==> config.mk <==
export PLATFORM = sky130hd
export DESIGN_NAME = grid_vertex_star_neighbors_core
export DESIGN_NICKNAME = d
export VERILOG_FILES = /design/src/sv/gvsn_pkg.sv /design/src/sv/gvsn_front.sv /design/src/sv/gvsn_queue.sv /design/src/sv/gvsn_back.sv /design/src/sv/grid_vertex_star_neighbors_core.sv
export SDC_FILE = /design/constraint.sdc
export NUM_CORES = 2
export LEC_CHECK = 0
export BUFFER_PORTS_ARGS = -buffer_cell sky130_fd_sc_hd__buf_2
export CORE_ASPECT_RATIO = 0.8
export CORE_MARGIN = 5
export CORE_UTILIZATION = 58
export CTS_BUF_LIST = sky130_fd_sc_hd__clkbuf_8
export DETAILED_ROUTE_END_ITERATION = 8
export PLACE_DENSITY_LB_ADDON = 0.05
export SYNTH_ARGS = -nofsm -noshare
export SYNTH_HDL_FRONTEND = slang
export SYNTH_SLANG_ARGS = --single-unit
==> constraint.sdc <==
create_clock -name i_clk -period 19.2 [get_ports i_clk]
set_clock_uncertainty 0.2 [all_clocks]
set_input_delay 2.88 -clock i_clk [delete_from_list [all_inputs] [get_ports i_clk]]
set_output_delay 2.88 -clock i_clk [all_outputs]
set_load 0.05 [all_outputs]
==> src/sv/gvsn_pkg.sv <==
// shared types and constants for the grid vertex star neighbor block
package gvsn_pkg;

    localparam int DIM_W       = 11;
    localparam int VTX_W       = 30;
    localparam int NB_CNT      = 14;
    localparam int IDX_W       = $clog2(NB_CNT);
    localparam int STEP_CNT    = NB_CNT / 2;
    localparam int STEP_W      = 21;
    localparam int PROD_W      = 2 * DIM_W;
    localparam int MAX_DIM_DEF = 1024;

    localparam int CFG_IDX_W = 2;
    localparam logic [CFG_IDX_W-1:0] CFG_SIZE_X = 2'd0;
    localparam logic [CFG_IDX_W-1:0] CFG_SIZE_Y = 2'd1;
    localparam logic [CFG_IDX_W-1:0] CFG_SIZE_Z = 2'd2;

    localparam int DIV_W    = 32;
    localparam int DIV_STEP = 4;
    localparam int DIVA_LEN = DIV_W;
    localparam int DIVB_LEN = 20;
    localparam int DIVA_CYC = DIVA_LEN / DIV_STEP;
    localparam int DIVB_CYC = DIVB_LEN / DIV_STEP;
    localparam int CNT_W    = $clog2(DIVA_CYC);

    localparam int QUEUE_DEPTH = 2;

    typedef enum logic [3:0] {
        ST_IDLE = 4'b0001,
        ST_DIVA = 4'b0010,
        ST_DIVB = 4'b0100,
        ST_PUSH = 4'b1000
    } t_front_state;

    typedef struct packed {
        logic [DIM_W-1:0]                 size_x;
        logic [DIM_W-1:0]                 size_y;
        logic [DIM_W-1:0]                 size_z;
        logic [STEP_W-1:0]                syz;
        logic [STEP_CNT-1:0][STEP_W-1:0]  step;
    } t_geom;

    typedef struct packed {
        logic [VTX_W-1:0]  vertex;
        logic [NB_CNT-1:0] mask;
        logic              oog;
    } t_entry;

endpackage

==> src/sv/gvsn_front.sv <==
// front part: takes a vertex, splits it into x, y, z and builds its neighbor mask
module gvsn_front
    import gvsn_pkg::*;
(
    input  logic           i_clk,
    input  logic           i_rst_n,
    input  logic           start,
    output logic           busy,
    input  logic [VTX_W-1:0] i_vertex,
    input  t_geom          i_geom,
    input  logic           i_full,
    output logic           o_push,
    output t_entry         o_entry
);

    t_front_state r_state, n_state;
    logic [CNT_W-1:0] r_cnt, n_cnt;
    logic [DIM_W-1:0] r_rem, n_rem;
    logic [DIV_W-1:0] r_quo, n_quo;
    logic [VTX_W-1:0] r_v, n_v;
    logic [DIM_W-1:0] r_x, n_x;
    logic [DIM_W-1:0] r_y, n_y;
    logic [DIM_W-1:0] r_z, n_z;
    logic             r_oog, n_oog;

    logic [DIM_W-1:0] div_d;
    logic [DIM_W-1:0] s_rem;
    logic [DIV_W-1:0] s_quo;
    logic [DIM_W:0]   div_t;
    logic             accept;
    logic             oog_chk;
    logic             xp, xm, yp, ym, zp, zm;
    logic [NB_CNT-1:0] mask;

    // four restoring divide steps per cycle
    always_comb begin
        div_d = (r_state == ST_DIVB) ? i_geom.size_y : i_geom.size_x;
        s_rem = r_rem;
        s_quo = r_quo;
        div_t = '0;
        for (int k = 0; k < DIV_STEP; k++) begin
            div_t = {s_rem, s_quo[DIV_W-1]};
            s_quo = {s_quo[DIV_W-2:0], 1'b0};
            if (div_t >= {1'b0, div_d}) begin
                s_rem    = DIM_W'(div_t - {1'b0, div_d});
                s_quo[0] = 1'b1;
            end else begin
                s_rem = div_t[DIM_W-1:0];
            end
        end
    end

    assign oog_chk = (i_geom.size_x == '0) || (i_geom.size_y == '0) ||
                     (i_geom.size_z == '0) ||
                     (s_quo >= {{(DIV_W-STEP_W){1'b0}}, i_geom.syz});

    assign o_push = (r_state == ST_PUSH) && !i_full;
    assign busy   = !((r_state == ST_IDLE) || o_push);
    assign accept = start && !busy;

    always_comb begin
        n_state = r_state;
        n_cnt   = r_cnt;
        n_rem   = r_rem;
        n_quo   = r_quo;
        n_v     = r_v;
        n_x     = r_x;
        n_y     = r_y;
        n_z     = r_z;
        n_oog   = r_oog;
        unique case (r_state)
            ST_IDLE, ST_PUSH: begin
                if (accept) begin
                    n_v     = i_vertex;
                    n_quo   = {{(DIV_W-VTX_W){1'b0}}, i_vertex};
                    n_rem   = '0;
                    n_cnt   = CNT_W'(DIVA_CYC - 1);
                    n_state = ST_DIVA;
                end else if (o_push) begin
                    n_state = ST_IDLE;
                end
            end
            ST_DIVA: begin
                n_rem = s_rem;
                n_quo = s_quo;
                n_cnt = r_cnt - 1'b1;
                if (r_cnt == '0) begin
                    n_x   = s_rem;
                    n_oog = oog_chk;
                    if (oog_chk) begin
                        n_state = ST_PUSH;
                    end else begin
                        n_quo   = {s_quo[DIVB_LEN-1:0], {(DIV_W-DIVB_LEN){1'b0}}};
                        n_rem   = '0;
                        n_cnt   = CNT_W'(DIVB_CYC - 1);
                        n_state = ST_DIVB;
                    end
                end
            end
            ST_DIVB: begin
                n_rem = s_rem;
                n_quo = s_quo;
                n_cnt = r_cnt - 1'b1;
                if (r_cnt == '0) begin
                    n_y     = s_rem;
                    n_z     = s_quo[DIM_W-1:0];
                    n_state = ST_PUSH;
                end
            end
            default: begin
                n_state = ST_IDLE;
            end
        endcase
    end

    // neighbor mask in fixed listed order
    always_comb begin
        xp = ({1'b0, r_x} + 1'b1) < {1'b0, i_geom.size_x};
        yp = ({1'b0, r_y} + 1'b1) < {1'b0, i_geom.size_y};
        zp = ({1'b0, r_z} + 1'b1) < {1'b0, i_geom.size_z};
        xm = (r_x != '0);
        ym = (r_y != '0);
        zm = (r_z != '0);
        mask = {xm & ym & zm, xp & yp & zp,
                ym & zm,      yp & zp,
                xm & zm,      xp & zp,
                xm & ym,      xp & yp,
                zm, zp, ym, yp, xm, xp};
    end

    assign o_entry.vertex = r_v;
    assign o_entry.mask   = r_oog ? '0 : mask;
    assign o_entry.oog    = r_oog;

    always_ff @(posedge i_clk) begin
        if (!i_rst_n) begin
            r_state <= ST_IDLE;
        end else begin
            r_state <= n_state;
        end
    end

    always_ff @(posedge i_clk) begin
        r_cnt <= n_cnt;
        r_rem <= n_rem;
        r_quo <= n_quo;
        r_v   <= n_v;
        r_x   <= n_x;
        r_y   <= n_y;
        r_z   <= n_z;
        r_oog <= n_oog;
    end

endmodule

==> src/sv/gvsn_queue.sv <==
// short queue of classified items between the front and back parts
module gvsn_queue
    import gvsn_pkg::*;
(
    input  logic   i_clk,
    input  logic   i_rst_n,
    input  logic   i_push,
    input  t_entry i_entry,
    output logic   o_full,
    input  logic   i_pop,
    output t_entry o_entry,
    output logic   o_empty
);

    localparam int PTR_W = $clog2(QUEUE_DEPTH);
    localparam int CNT_QW = $clog2(QUEUE_DEPTH + 1);

    t_entry r_mem [QUEUE_DEPTH];
    logic [PTR_W-1:0]  r_wr_ptr, n_wr_ptr;
    logic [PTR_W-1:0]  r_rd_ptr, n_rd_ptr;
    logic [CNT_QW-1:0] r_cnt, n_cnt;

    assign o_full  = (r_cnt == CNT_QW'(QUEUE_DEPTH));
    assign o_empty = (r_cnt == '0);
    assign o_entry = r_mem[r_rd_ptr];

    always_comb begin
        n_wr_ptr = r_wr_ptr;
        n_rd_ptr = r_rd_ptr;
        n_cnt    = r_cnt;
        if (i_push) begin
            n_wr_ptr = (r_wr_ptr == PTR_W'(QUEUE_DEPTH - 1)) ? '0 : r_wr_ptr + 1'b1;
        end
        if (i_pop) begin
            n_rd_ptr = (r_rd_ptr == PTR_W'(QUEUE_DEPTH - 1)) ? '0 : r_rd_ptr + 1'b1;
        end
        if (i_push && !i_pop) begin
            n_cnt = r_cnt + 1'b1;
        end else if (i_pop && !i_push) begin
            n_cnt = r_cnt - 1'b1;
        end
    end

    always_ff @(posedge i_clk) begin
        if (!i_rst_n) begin
            r_wr_ptr <= '0;
            r_rd_ptr <= '0;
            r_cnt    <= '0;
        end else begin
            r_wr_ptr <= n_wr_ptr;
            r_rd_ptr <= n_rd_ptr;
            r_cnt    <= n_cnt;
        end
    end

    always_ff @(posedge i_clk) begin
        if (i_push) begin
            r_mem[r_wr_ptr] <= i_entry;
        end
    end

`ifndef SYNTH
    a_no_push_full: assert property (@(posedge i_clk) disable iff (!i_rst_n)
        !(i_push && o_full))
        else $error("queue push while full");

    a_no_pop_empty: assert property (@(posedge i_clk) disable iff (!i_rst_n)
        !(i_pop && o_empty))
        else $error("queue pop while empty");

    a_cnt_grow: assert property (@(posedge i_clk) disable iff (!i_rst_n)
        (i_push && !i_pop) |=> (r_cnt == $past(r_cnt) + 1'b1))
        else $error("queue count did not follow push");
`endif

endmodule

==> src/sv/gvsn_back.sv <==
// back part: walks the neighbor mask of each item and emits one result per cycle while the queue supplies items
module gvsn_back
    import gvsn_pkg::*;
(
    input  logic             i_clk,
    input  logic             i_rst_n,
    input  t_geom            i_geom,
    input  t_entry           i_entry,
    input  logic             i_empty,
    output logic             o_pop,
    output logic             o_strobe,
    output logic [VTX_W-1:0] o_neighbor,
    output logic             o_neighbor_valid,
    output logic             o_last_of_run,
    output logic             o_out_of_grid
);

    logic              r_active, n_active;
    logic [VTX_W-1:0]  r_v, n_v;
    logic [NB_CNT-1:0] r_mask, n_mask;
    logic              r_oog, n_oog;

    logic              r_strobe;
    logic [VTX_W-1:0]  r_neighbor, n_neighbor;
    logic              r_valid, n_valid;
    logic              r_last, n_last;
    logic              r_oog_out, n_oog_out;

    logic [IDX_W-1:0]  idx;
    logic [NB_CNT-1:0] rest;
    logic [STEP_W-1:0] step_mag;
    logic [VTX_W-1:0]  nb;
    logic              finishing;

    always_comb begin
        idx = '0;
        for (int i = NB_CNT - 1; i >= 0; i--) begin
            if (r_mask[i]) begin
                idx = IDX_W'(i);
            end
        end
    end

    assign rest      = r_mask & (r_mask - 1'b1);
    assign step_mag  = i_geom.step[idx[IDX_W-1:1]];
    assign nb        = idx[0] ? (r_v - VTX_W'(step_mag)) : (r_v + VTX_W'(step_mag));
    assign finishing = r_active && ((r_mask == '0) || (rest == '0));
    assign o_pop     = !i_empty && (!r_active || finishing);

    always_comb begin
        n_active = r_active;
        n_v      = r_v;
        n_mask   = r_mask;
        n_oog    = r_oog;
        if (o_pop) begin
            n_active = 1'b1;
            n_v      = i_entry.vertex;
            n_mask   = i_entry.mask;
            n_oog    = i_entry.oog;
        end else if (finishing) begin
            n_active = 1'b0;
        end else if (r_active) begin
            n_mask = rest;
        end
    end

    always_comb begin
        if (r_mask == '0) begin
            n_neighbor = '0;
            n_valid    = 1'b0;
            n_last     = 1'b1;
            n_oog_out  = r_oog;
        end else begin
            n_neighbor = nb;
            n_valid    = 1'b1;
            n_last     = (rest == '0);
            n_oog_out  = 1'b0;
        end
    end

    always_ff @(posedge i_clk) begin
        if (!i_rst_n) begin
            r_active <= 1'b0;
            r_strobe <= 1'b0;
        end else begin
            r_active <= n_active;
            r_strobe <= r_active;
        end
    end

    always_ff @(posedge i_clk) begin
        r_v        <= n_v;
        r_mask     <= n_mask;
        r_oog      <= n_oog;
        r_neighbor <= n_neighbor;
        r_valid    <= n_valid;
        r_last     <= n_last;
        r_oog_out  <= n_oog_out;
    end

    assign o_strobe         = r_strobe;
    assign o_neighbor       = r_neighbor;
    assign o_neighbor_valid = r_valid;
    assign o_last_of_run    = r_last;
    assign o_out_of_grid    = r_oog_out;

`ifndef SYNTH
    a_valid_in_grid: assert property (@(posedge i_clk) disable iff (!i_rst_n)
        (o_strobe && o_neighbor_valid) |-> !o_out_of_grid)
        else $error("real neighbor flagged out of grid");

    a_oog_last: assert property (@(posedge i_clk) disable iff (!i_rst_n)
        (o_strobe && o_out_of_grid) |-> o_last_of_run)
        else $error("out of grid result not last of run");

    a_empty_mask_last: assert property (@(posedge i_clk) disable iff (!i_rst_n)
        (r_active && (r_mask == '0)) |=> (o_strobe && o_last_of_run && !o_neighbor_valid))
        else $error("empty mask item did not give one closing result");
`endif

endmodule

==> src/sv/grid_vertex_star_neighbors_core.sv <==
// top level of the grid vertex star neighbor block with configuration registers
//
// usage: write size_x, size_y, size_z (index 0, 1, 2) on the config channel while
// idle; o_cfg_ready is always high and values above MAX_DIM are clamped to it.
// an item (i_vertex) is taken at a clock edge with start high and busy low.
// the front splits the vertex into x, y, z with a shared divider retiring four
// quotient bits per cycle: first the x split, then the y/z split (skipped when
// out of grid), then a hand-off state; busy stays high until the item is pushed
// to the queue, so the front holds one item at a time. a two-entry queue sits
// between front and back; the back emits one result per cycle on o_strobe while
// the queue supplies items, walking the neighbor mask in the fixed offset order.
// a vertex with k neighbors gives k results on consecutive cycles, the last marked
// by o_last_of_run. an index past the grid, or a vertex with no neighbor, gives
// one result with o_neighbor_valid low (and o_out_of_grid high for the former).
// results cannot be held off: each is on the ports for exactly one cycle.
// synchronous reset clears all control state and sets all sizes to 1.
module grid_vertex_star_neighbors_core
    import gvsn_pkg::*;
#(
    parameter int MAX_DIM = MAX_DIM_DEF
) (
    input  logic                 i_clk,
    input  logic                 i_rst_n,
    input  logic                 start,
    output logic                 busy,
    input  logic [VTX_W-1:0]     i_vertex,
    input  logic                 i_cfg_valid,
    output logic                 o_cfg_ready,
    input  logic [CFG_IDX_W-1:0] i_cfg_index,
    input  logic [DIM_W-1:0]     i_cfg_data,
    output logic                 o_strobe,
    output logic [VTX_W-1:0]     o_neighbor,
    output logic                 o_neighbor_valid,
    output logic                 o_last_of_run,
    output logic                 o_out_of_grid
);

    localparam logic [DIM_W-1:0] MAX_DIM_V = DIM_W'(MAX_DIM);

    logic [DIM_W-1:0]  r_size_x, r_size_y, r_size_z;
    logic [STEP_W-1:0] r_plane, r_syz;
    logic [STEP_CNT-1:0][STEP_W-1:0] r_step;
    logic [DIM_W-1:0]  cfg_clamped;
    logic [PROD_W-1:0] prod_xy, prod_yz;
    logic [STEP_W-1:0] sx_ext;

    t_geom  geom;
    t_entry push_entry, pop_entry;
    logic   q_push, q_pop, q_full, q_empty;

    assign o_cfg_ready = 1'b1;
    assign cfg_clamped = (i_cfg_data > MAX_DIM_V) ? MAX_DIM_V : i_cfg_data;

    always_ff @(posedge i_clk) begin
        if (!i_rst_n) begin
            r_size_x <= DIM_W'(1);
            r_size_y <= DIM_W'(1);
            r_size_z <= DIM_W'(1);
        end else if (i_cfg_valid) begin
            unique case (i_cfg_index)
                CFG_SIZE_X: r_size_x <= cfg_clamped;
                CFG_SIZE_Y: r_size_y <= cfg_clamped;
                CFG_SIZE_Z: r_size_z <= cfg_clamped;
                default: begin
                end
            endcase
        end
    end

    assign prod_xy = {{DIM_W{1'b0}}, r_size_x} * {{DIM_W{1'b0}}, r_size_y};
    assign prod_yz = {{DIM_W{1'b0}}, r_size_y} * {{DIM_W{1'b0}}, r_size_z};
    assign sx_ext  = {{(STEP_W-DIM_W){1'b0}}, r_size_x};

    always_ff @(posedge i_clk) begin
        r_plane   <= prod_xy[STEP_W-1:0];
        r_syz     <= prod_yz[STEP_W-1:0];
        r_step[0] <= STEP_W'(1);
        r_step[1] <= sx_ext;
        r_step[2] <= r_plane;
        r_step[3] <= sx_ext + 1'b1;
        r_step[4] <= r_plane + 1'b1;
        r_step[5] <= sx_ext + r_plane;
        r_step[6] <= sx_ext + r_plane + 1'b1;
    end

    assign geom.size_x = r_size_x;
    assign geom.size_y = r_size_y;
    assign geom.size_z = r_size_z;
    assign geom.syz    = r_syz;
    assign geom.step   = r_step;

    gvsn_front u_front (
        .i_clk   (i_clk),
        .i_rst_n (i_rst_n),
        .start   (start),
        .busy    (busy),
        .i_vertex(i_vertex),
        .i_geom  (geom),
        .i_full  (q_full),
        .o_push  (q_push),
        .o_entry (push_entry)
    );

    gvsn_queue u_queue (
        .i_clk   (i_clk),
        .i_rst_n (i_rst_n),
        .i_push  (q_push),
        .i_entry (push_entry),
        .o_full  (q_full),
        .i_pop   (q_pop),
        .o_entry (pop_entry),
        .o_empty (q_empty)
    );

    gvsn_back u_back (
        .i_clk           (i_clk),
        .i_rst_n         (i_rst_n),
        .i_geom          (geom),
        .i_entry         (pop_entry),
        .i_empty         (q_empty),
        .o_pop           (q_pop),
        .o_strobe        (o_strobe),
        .o_neighbor      (o_neighbor),
        .o_neighbor_valid(o_neighbor_valid),
        .o_last_of_run   (o_last_of_run),
        .o_out_of_grid   (o_out_of_grid)
    );

endmodule

Word level (Yosys, flattened, before mapping)

Memories as Yosys holds them, arrays and structs flattened. A register that Yosys moved wholly into a read port is not among the register bits.
Cells that the tools add are included.
W data, S select, Z words.

Mux-type cells: 60
Add/subtract/negate cells: 19
$lt $le $gt $ge: 10
$mul: 2
Reductions and logical operators: 43
Equality and inequality tests: 12
Bitwise gates (word level): 9

Operators by type and width:

| kind                    | count |
|---|---|
| $mux W11                | 9 |
| $mux W32                | 3 |
| $pmux W32 S3            | 1 |
| $mux W4                 | 19 |
| $bmux W21 S3            | 1 |
| $mux W14                | 4 |
| $add A11 B1 Y12 const B | 4 |
| $ge A12 B11 Y1          | 4 |
| $sub A11 B11 Y11        | 4 |
| $add A21 B1 Y21 const B | 2 |
| $mul A11 B11 Y21        | 2 |
| $lt A12 B11 Y1          | 3 |
| $logic_not A11 Y1       | 3 |
| $pmux W11 S3            | 1 |
| $reduce_bool A11 Y1     | 3 |
| $ge A32 B21 Y1          | 1 |
| $add A30 B21 Y30        | 1 |
| $mux W30                | 1 |
| $sub A30 B21 Y30        | 1 |
| $logic_not A14 Y1       | 2 |
| $add A11 B21 Y21        | 1 |
| $mux W21                | 1 |
| $reduce_and A2 Y1       | 8 |
| $and A14 B14 Y14        | 1 |
| 31 further kinds        | 75 |

Memories kept: 1
Output and inout bits: 36
Word-level logic and storage cells: 188
Input bits: 47
RAM bits: 90
Register bits after elaboration: 380

Memory list:

| memory        | words | bits a word | read ports | clocked after Yosys merged registers in | write ports | RTL line         | source |
|---|---|---|---|---|---|---|---|
| u_queue.r_mem | 2     | 45          | 1          | 1                                       | 1           | gvsn_queue.sv:18 | `t_entry r_mem [QUEUE_DEPTH];` |

Longest topological paths before layout

Depth in word-level cells: 18
Gate-level depth with buffers: 61
Mapped depth without buffers: 56

Hierarchy

From an unflattened synthesis, not the netlist that was laid out.

Cells, all modules: 3238
Area total of the unflattened synthesis: 32550.0 um^2

Modules (own cells, without submodules):

| module                          | sequential area each (um^2) | area each (um^2) | times used | cells each |
|---|---|---|---|---|
| grid_vertex_star_neighbors_core | 3643.5                      | 13778.2          | 1          | 1451 |
| gvsn_front                      | 3383.2                      | 9088.7           | 1          | 930 |
| gvsn_back                       | 2052.0                      | 6204.7           | 1          | 695 |
| gvsn_queue                      | 2802.7                      | 3478.3           | 1          | 162 |

Worst setup path before layout

Ideal clock, no wire load.

Path type: reg2reg
From: register u_front.r_state[3]
To: register u_front.r_quo[30], data pin
Path buffers: 4
Path slack: 6.827 ns
Required time: 18.744 ns
Arrival: 11.917 ns
Library setup time: 0.256 ns
Cell stages (with the launch flop): 59
Clock period less this slack: 12.373 ns
Cells stage by stage: dfxtp_1 -> nor4b_4 -> clkbuf_1 -> nand2_1 -> o21ai_0 -> ha_1 -> inv_1 -> fa_1 -> a211oi_1 -> nor3b_1 -> a21oi_1 -> o21ai_0 -> o21ai_1 -> clkinv_1 -> mux2_2 -> ha_1 -> nor2b_1 -> a311oi_1 -> (+23 left out) -> o21a_1 -> o211ai_1 -> a221oi_1 -> mux2i_1 -> buf_4 -> inv_1 -> ha_1 -> nand2b_1 -> a21o_1 -> a21o_1 -> a21o_1 -> a21o_1 -> a21oi_1 -> o21a_1 -> o211ai_1 -> and2_1 -> clkbuf_1 -> a22o_1

Elaborated cells between the ends (all ways): 25
Those cells by class: 3 x add/sub; 5 x order compare; 4 x eq/ne; 11 x mux; 2 x reduce/logical

RTL lines:

| item                       | RTL line          | source |
|---|---|---|
| from (decl)                | gvsn_front.sv:16  | `t_front_state r_state, n_state;` |
| from (signal assigned)     | gvsn_front.sv:139 | `r_state <= n_state;` |
| $eq A4 B3 Y1               | gvsn_front.sv:37  | `div_d = (r_state == ST_DIVB) ? i_geom.size_y : i_geom.size_x;` |
| $mux W11                   | gvsn_front.sv:37  |  |
| $ge A12 B11 Y1             | gvsn_front.sv:44  | `if (div_t >= {1'b0, div_d}) begin` |
| $mux W1                    | gvsn_front.sv:44  |  |
| named net u_front.s_quo[3] | gvsn_front.sv:28  | `logic [DIV_W-1:0] s_quo;` |
| $ge A32 B21 Y1             | gvsn_front.sv:55  | `(s_quo >= {{(DIV_W-STEP_W){1'b0}}, i_geom.syz});` |
| $logic_or A1 B1 Y1         | gvsn_front.sv:54  | `(i_geom.size_z == '0) \|\|` |
| $mux W32                   | gvsn_front.sv:90  | `if (oog_chk) begin` |
| $mux W32                   | gvsn_front.sv:87  | `if (r_cnt == '0) begin` |
| $pmux W32 S3               | gvsn_front.sv:71  | `unique case (r_state)` |
| to (signal assigned)       | gvsn_front.sv:146 | `r_quo <= n_quo;` |
| to (decl)                  | gvsn_front.sv:19  | `logic [DIV_W-1:0] r_quo, n_quo;` |

The timed path passes the listed nets, and every way through them passes these cells.
A chain may end at the register's enable or synchronous reset.

Final worst setup path

From: register u_front.r_state[2]
To: register u_front.r_quo[28], data pin

Elaborated cells between the ends (all ways): 25
Those cells by class: 3 x add/sub; 5 x order compare; 4 x eq/ne; 11 x mux; 2 x reduce/logical

RTL lines:

| item                        | RTL line |
|---|---|
| $eq A4 B3 Y1                | gvsn_front.sv:37 |
| $mux W11                    | gvsn_front.sv:37 |
| $ge A12 B11 Y1              | gvsn_front.sv:44 |
| $mux W1                     | gvsn_front.sv:44 |
| named net u_front.s_quo[3]  | gvsn_front.sv:28 |
| $ge A32 B21 Y1              | gvsn_front.sv:55 |
| $logic_or A1 B1 Y1          | gvsn_front.sv:54 |
| $mux W32                    | gvsn_front.sv:90 |
| $mux W32                    | gvsn_front.sv:87 |
| $pmux W32 S3                | gvsn_front.sv:71 |
| named net u_front.n_quo[28] | gvsn_front.sv:19 |

The timed path passes the listed nets, and every way through them passes these cells.

==> results summary <==
The first detailed-routing pass ran for 8 iterations. TritonCTS built the clock tree. The count of final max-slew check failures came out at 0. The maximum fanout along the worst path came out at 26. The synthesized netlist occupies a cell area of between 30000 and 40000 um^2.

The number of nets in the layout is between 3000 and 4000. The number of synthesized register bits is between 400 and 500. The type of the setup path with the least slack is reg2reg.

The complex-gate fraction of the synthesized area is 12.08%. By area, the combinational part of the netlist is dominated by adder cells. The largest vdd supply drop came out at between 600 and 700 uV. In this run the core area contains 75 standard-cell rows.

The total wire length after detailed routing is 85480 um. The worst register-to-register path has a setup slack of approximately 2.7 ns. The HPWL reported at the end of detailed placement is ~65000 um.

The boundary pin count came out at between 80 and 90. The total congestion overflow came out at 0. In this run the tool buffered the top-level ports with between 80 and 90 buffer cells. The switching part of the total power is 46.45%. The tree is rooted in a sky130_fd_sc_hd__clkbuf_8. The number of global-route vias before repair came out at roughly 23000. The simple-gate share of the synthesized area came out at between 10% and 20%.

In this run the horizontal extent of the chip is 268.8 um. The register share of total power is 24.9%. Sorting the synthesized cells by area gives the leading types as sky130_fd_sc_hd__edfxtp_1 (24%), sky130_fd_sc_hd__dfxtp_1 (15%), sky130_fd_sc_hd__fa_1 (11%). The required time of the critical path is 19.36 ns. During synthesis, Yosys emitted a total of 0 warnings.

Yosys mapped a number of flops with a built-in enable equal to 245. The mux contribution to synthesized area is between 2 and 3%. The floorplan step defined a die boundary enclosing approximately 58000 um^2. The average size of a mapped cell came out at between 9 and 10 um^2. Sequential cells were found to cover 38.23% of the synthesized design area. The internal power came out at approximately 3.2 mW.

The effective utilization at floorplan came out at between 50 and 60%. The arithmetic-cell share of the synthesized area counting full adders, half adders and majority gates came out at 21.15%. The count of routing violations after the opening detailed-route iteration came out at between 2000 and 2500. The global placer's final weighted congestion came out at approximately 0.94.

The number of placed cells counting well taps came out at between 3000 and 4000. The largest total area in the synthesized netlist belongs to sky130_fd_sc_hd__edfxtp_1. The largest net degree at the start of global routing is between 40 and 50. Summed over its instances, the top area cell type makes up 23.68% of the synthesized netlist area.

Once placement finished, the instance area stood at ~32000 um^2. The diode insertion count for antenna repair came out at 0. Clock tree synthesis found a total of 471 sinks. The number of standard cells in the layout, taps in and fillers out is approximately 4000. The number of max-capacitance violations reported is 0.

In this run, CTS created clock tree buffers numbering between 70 and 80. STA puts the critical path data arrival time at about 17 ns. The min-delay analysis places its worst path in the category reg2reg. The number of buffers inserted by hold repair at cts came out at 0. The post-CTS resize count is 0. The power density over cell area is between 150 and 200 nW/um^2.

The maximum clock path buffer count came out at 3. The via count came out at 23530. The run finished with clean final reports. The sum of buffers and inverters on the critical path is 6. At the later pin of the worst-skew pair, clock insertion delay measures 0.67 ns. The number of buffers inserted to repair setup after CTS is 0. The xor and xnor area share after synthesis came out at around 5.5%. The shortest clock period the worst path allows after layout came out at 16.45 ns. The core region is roughly 53000 um^2. In this run the most critical hold path is launched from r_plane[19]$_DFF_P_. The worst-path cell with the longest stage delay is sky130_fd_sc_hd__a21oi_1. Global routing used slightly below 30% of the available tracks.

Setup repair after global routing left no endpoint under its margin. The share of power burned in combinational logic came out at a little over 60%. The utilization of the core after routing is between 60% and 70%. The first-pass GRT wire length came out at 132700 um.

In this run the critical register-to-register path is launched from u_front.r_state[2]$_SDFFE_PN0P_. The critical path starts at u_front.r_state[2]$_SDFFE_PN0P_. The number of nets with antenna violations after routing came out at 0. After clock tree synthesis, the clock-pin slew on the worst setup and hold paths is 0.06 ns. For the pin with the worst max-slew slack, the measured transition is 1.315 ns. The post-route clock period utilization is between 80% and 90%. The average vias per placed instance is between 5 and 6.

The synthesized netlist cell count came out at around 3100. Headroom to the max-slew limit came out at around 12%. Timing would allow up to a little over 0.06 GHz. The synthesized net count came out at between 3000 and 4000. The y dimension of the die is about 220 um. The worst stage delay on the critical path is 1.00 ns. The filler cells instantiated in the layout total ~4300. The net switching power of the design came out at about 2.8 mW. The worst setup path is captured at a flop.

The dominant delay contributor by cell family on the critical path is compound AO/OA/AOI/OAI gates. The share of flip-flops with an asynchronous set or reset after synthesis came out at 0%. The part of the power in the clock network came out at around 15%. The fraction of layout instances using a drive strength above 1 is a little under a tenth.

Setup violations remaining at the end of the flow were counted as 0. The static power due to leakage came out at 14.65 nW. The worst setup path is launched from a flop. The hold violation total from the final report came to 0.

The worst hold slack is roughly 0.18 ns. The layout overhead on the synthesized area came out at 8.512%. The finished cells cover roughly 34000 um^2.

The number of antenna violations at the first check in global routing came out at 1. For this run, design rule violations remaining after detail routing come to 0. Synthesis instantiated 91 different standard cells from the library. The number of H-tree levels came out at 3. Among all flip-flop cells after synthesis, the most frequent one is sky130_fd_sc_hd__edfxtp_1. The sum of negative setup slack is 0 ns. The average wire per standard cell came out at approximately 22 um.
[cell type report]
type	instances	area (um^2)	share of cell area, %
Sequential cell	471	11880	35.24
Inverter	327	1227	3.640
Timing Repair Buffer	111	630.6	1.870
Multi-Input combinational cell	2229	17600	52.19
Tap cell	693	867.1	2.571
Clock buffer	82	1129	3.347
Clock inverter	55	385.4	1.143
[cell usage in the layout, fill, tap and decap left out, types with 70 or more instances in the layout]
cell type and instances:
sky130_fd_sc_hd__o21ai_0 119, sky130_fd_sc_hd__edfxtp_1 245, sky130_fd_sc_hd__buf_2 81, sky130_fd_sc_hd__fa_1 164, sky130_fd_sc_hd__clkbuf_8 82, sky130_fd_sc_hd__nand2_1 332, sky130_fd_sc_hd__xnor2_1 127, sky130_fd_sc_hd__nand3_1 70
sky130_fd_sc_hd__dfxtp_1 225, sky130_fd_sc_hd__a21oi_1 98, sky130_fd_sc_hd__ha_1 262, sky130_fd_sc_hd__inv_1 341, sky130_fd_sc_hd__nor2_1 247
[cells by family (layout without fill, tap and decap cells)]
family,Yosys count,count (layout)
simple gates,969,969
fa+ha+maj,427,427
flops,471,471
other cells,1,1
xor+xnor,194,194
compound gates,553,553
mux,85,85
buf+inv,432,575
[power by group through the flow]
stage                     combinational [mW]  sequential, mW  clock [mW]
after floorplan                         2.40            1.56           0
after global placement                  3.48            1.49           0
after detailed placement                3.50            1.49           0
after CTS                               3.53            1.47       0.883
after global routing                    3.88            1.49       0.933
final                                   3.58            1.48       0.869
[final timing paths]
check                                                    to  cells past startpoint
worst max register to register  u_front.r_quo[28]$_DFFE_PP_                     51
worst min register to register             geom[61]$_DFF_P_                      0
worst max-delay path            u_front.r_quo[28]$_DFFE_PP_                     51
worst min-delay path                       geom[61]$_DFF_P_                      0
[metrics by stage]
stage	setup slack (ns)	total power, mW
finish	2.749	5.928
global route	1.688	6.299
CTS	3.243	5.883
detailed placement	3.319	4.996
global placement	3.528	4.965
floorplan	6.827	3.964
[metal layers]
metal / global-route usage [%] / wire, um / vias up
met5: 0 / 0 / -
met4: 10.34 / 3216 / 0
met3: 4.483 / 6013 / 179
met2: 45.11 / 38010 / 924
met1: 42.07 / 38250 / 11420
li1: - / - / 11010
[synthesized netlist by cell type (6+ instances only)]
| master | count |
|---|---|
| sky130_fd_sc_hd__xor2_1 | 67 |
| sky130_fd_sc_hd__a22oi_1 | 28 |
| sky130_fd_sc_hd__or4_1 | 7 |
| sky130_fd_sc_hd__o211ai_1 | 25 |
| sky130_fd_sc_hd__o31ai_1 | 6 |
| sky130_fd_sc_hd__fa_1 | 164 |
| sky130_fd_sc_hd__clkbuf_1 | 89 |
| sky130_fd_sc_hd__edfxtp_1 | 245 |
| sky130_fd_sc_hd__o21bai_1 | 15 |
| sky130_fd_sc_hd__o221ai_1 | 10 |
| sky130_fd_sc_hd__nand2_1 | 333 |
| sky130_fd_sc_hd__dfxtp_1 | 226 |
| sky130_fd_sc_hd__mux2_2 | 48 |
| sky130_fd_sc_hd__o21ai_0 | 119 |
| sky130_fd_sc_hd__xnor2_1 | 127 |
| sky130_fd_sc_hd__nor2b_1 | 31 |
| sky130_fd_sc_hd__nor3_1 | 45 |
| sky130_fd_sc_hd__inv_1 | 315 |
| sky130_fd_sc_hd__or2_2 | 13 |
| sky130_fd_sc_hd__and3_1 | 40 |
| sky130_fd_sc_hd__clkinv_1 | 10 |
| sky130_fd_sc_hd__a221oi_1 | 7 |
| sky130_fd_sc_hd__nand4_1 | 20 |
| sky130_fd_sc_hd__nand2b_1 | 22 |
| sky130_fd_sc_hd__nor4_1 | 22 |
| sky130_fd_sc_hd__buf_1 | 10 |
| sky130_fd_sc_hd__nor2_1 | 249 |
| sky130_fd_sc_hd__and4_1 | 6 |
| sky130_fd_sc_hd__a211oi_1 | 15 |
| sky130_fd_sc_hd__nor3b_1 | 8 |
| sky130_fd_sc_hd__a31oi_1 | 21 |
| sky130_fd_sc_hd__a22o_1 | 11 |
| sky130_fd_sc_hd__nand3_1 | 70 |
| sky130_fd_sc_hd__or3_1 | 18 |
| sky130_fd_sc_hd__a21oi_1 | 98 |
| sky130_fd_sc_hd__o21a_1 | 33 |
| sky130_fd_sc_hd__ha_1 | 262 |
| sky130_fd_sc_hd__mux2i_1 | 32 |
| sky130_fd_sc_hd__nand3b_1 | 10 |
| sky130_fd_sc_hd__a21o_1 | 46 |
| sky130_fd_sc_hd__and2_1 | 53 |
| sky130_fd_sc_hd__a21boi_0 | 48 |
[registers in the layout, summed over array words and instances, names as in the netlist, 2 cells and up, named ones only]
register and count:
geom 107, r_plane 21, r_size_x 11, r_size_y 11
r_size_z 11, r_syz 21, u_back.o_neighbor 30, u_back.r_mask 14
u_back.r_v 30, u_front.r_cnt 3, u_front.r_quo 32, u_front.r_rem 11
u_front.r_state 4, u_front.r_v 30, u_front.r_x 11, u_front.r_y 11
u_front.r_z 11, u_queue.r_cnt 2, u_queue.r_mem 90
Power figures use the tool's default switching activity.
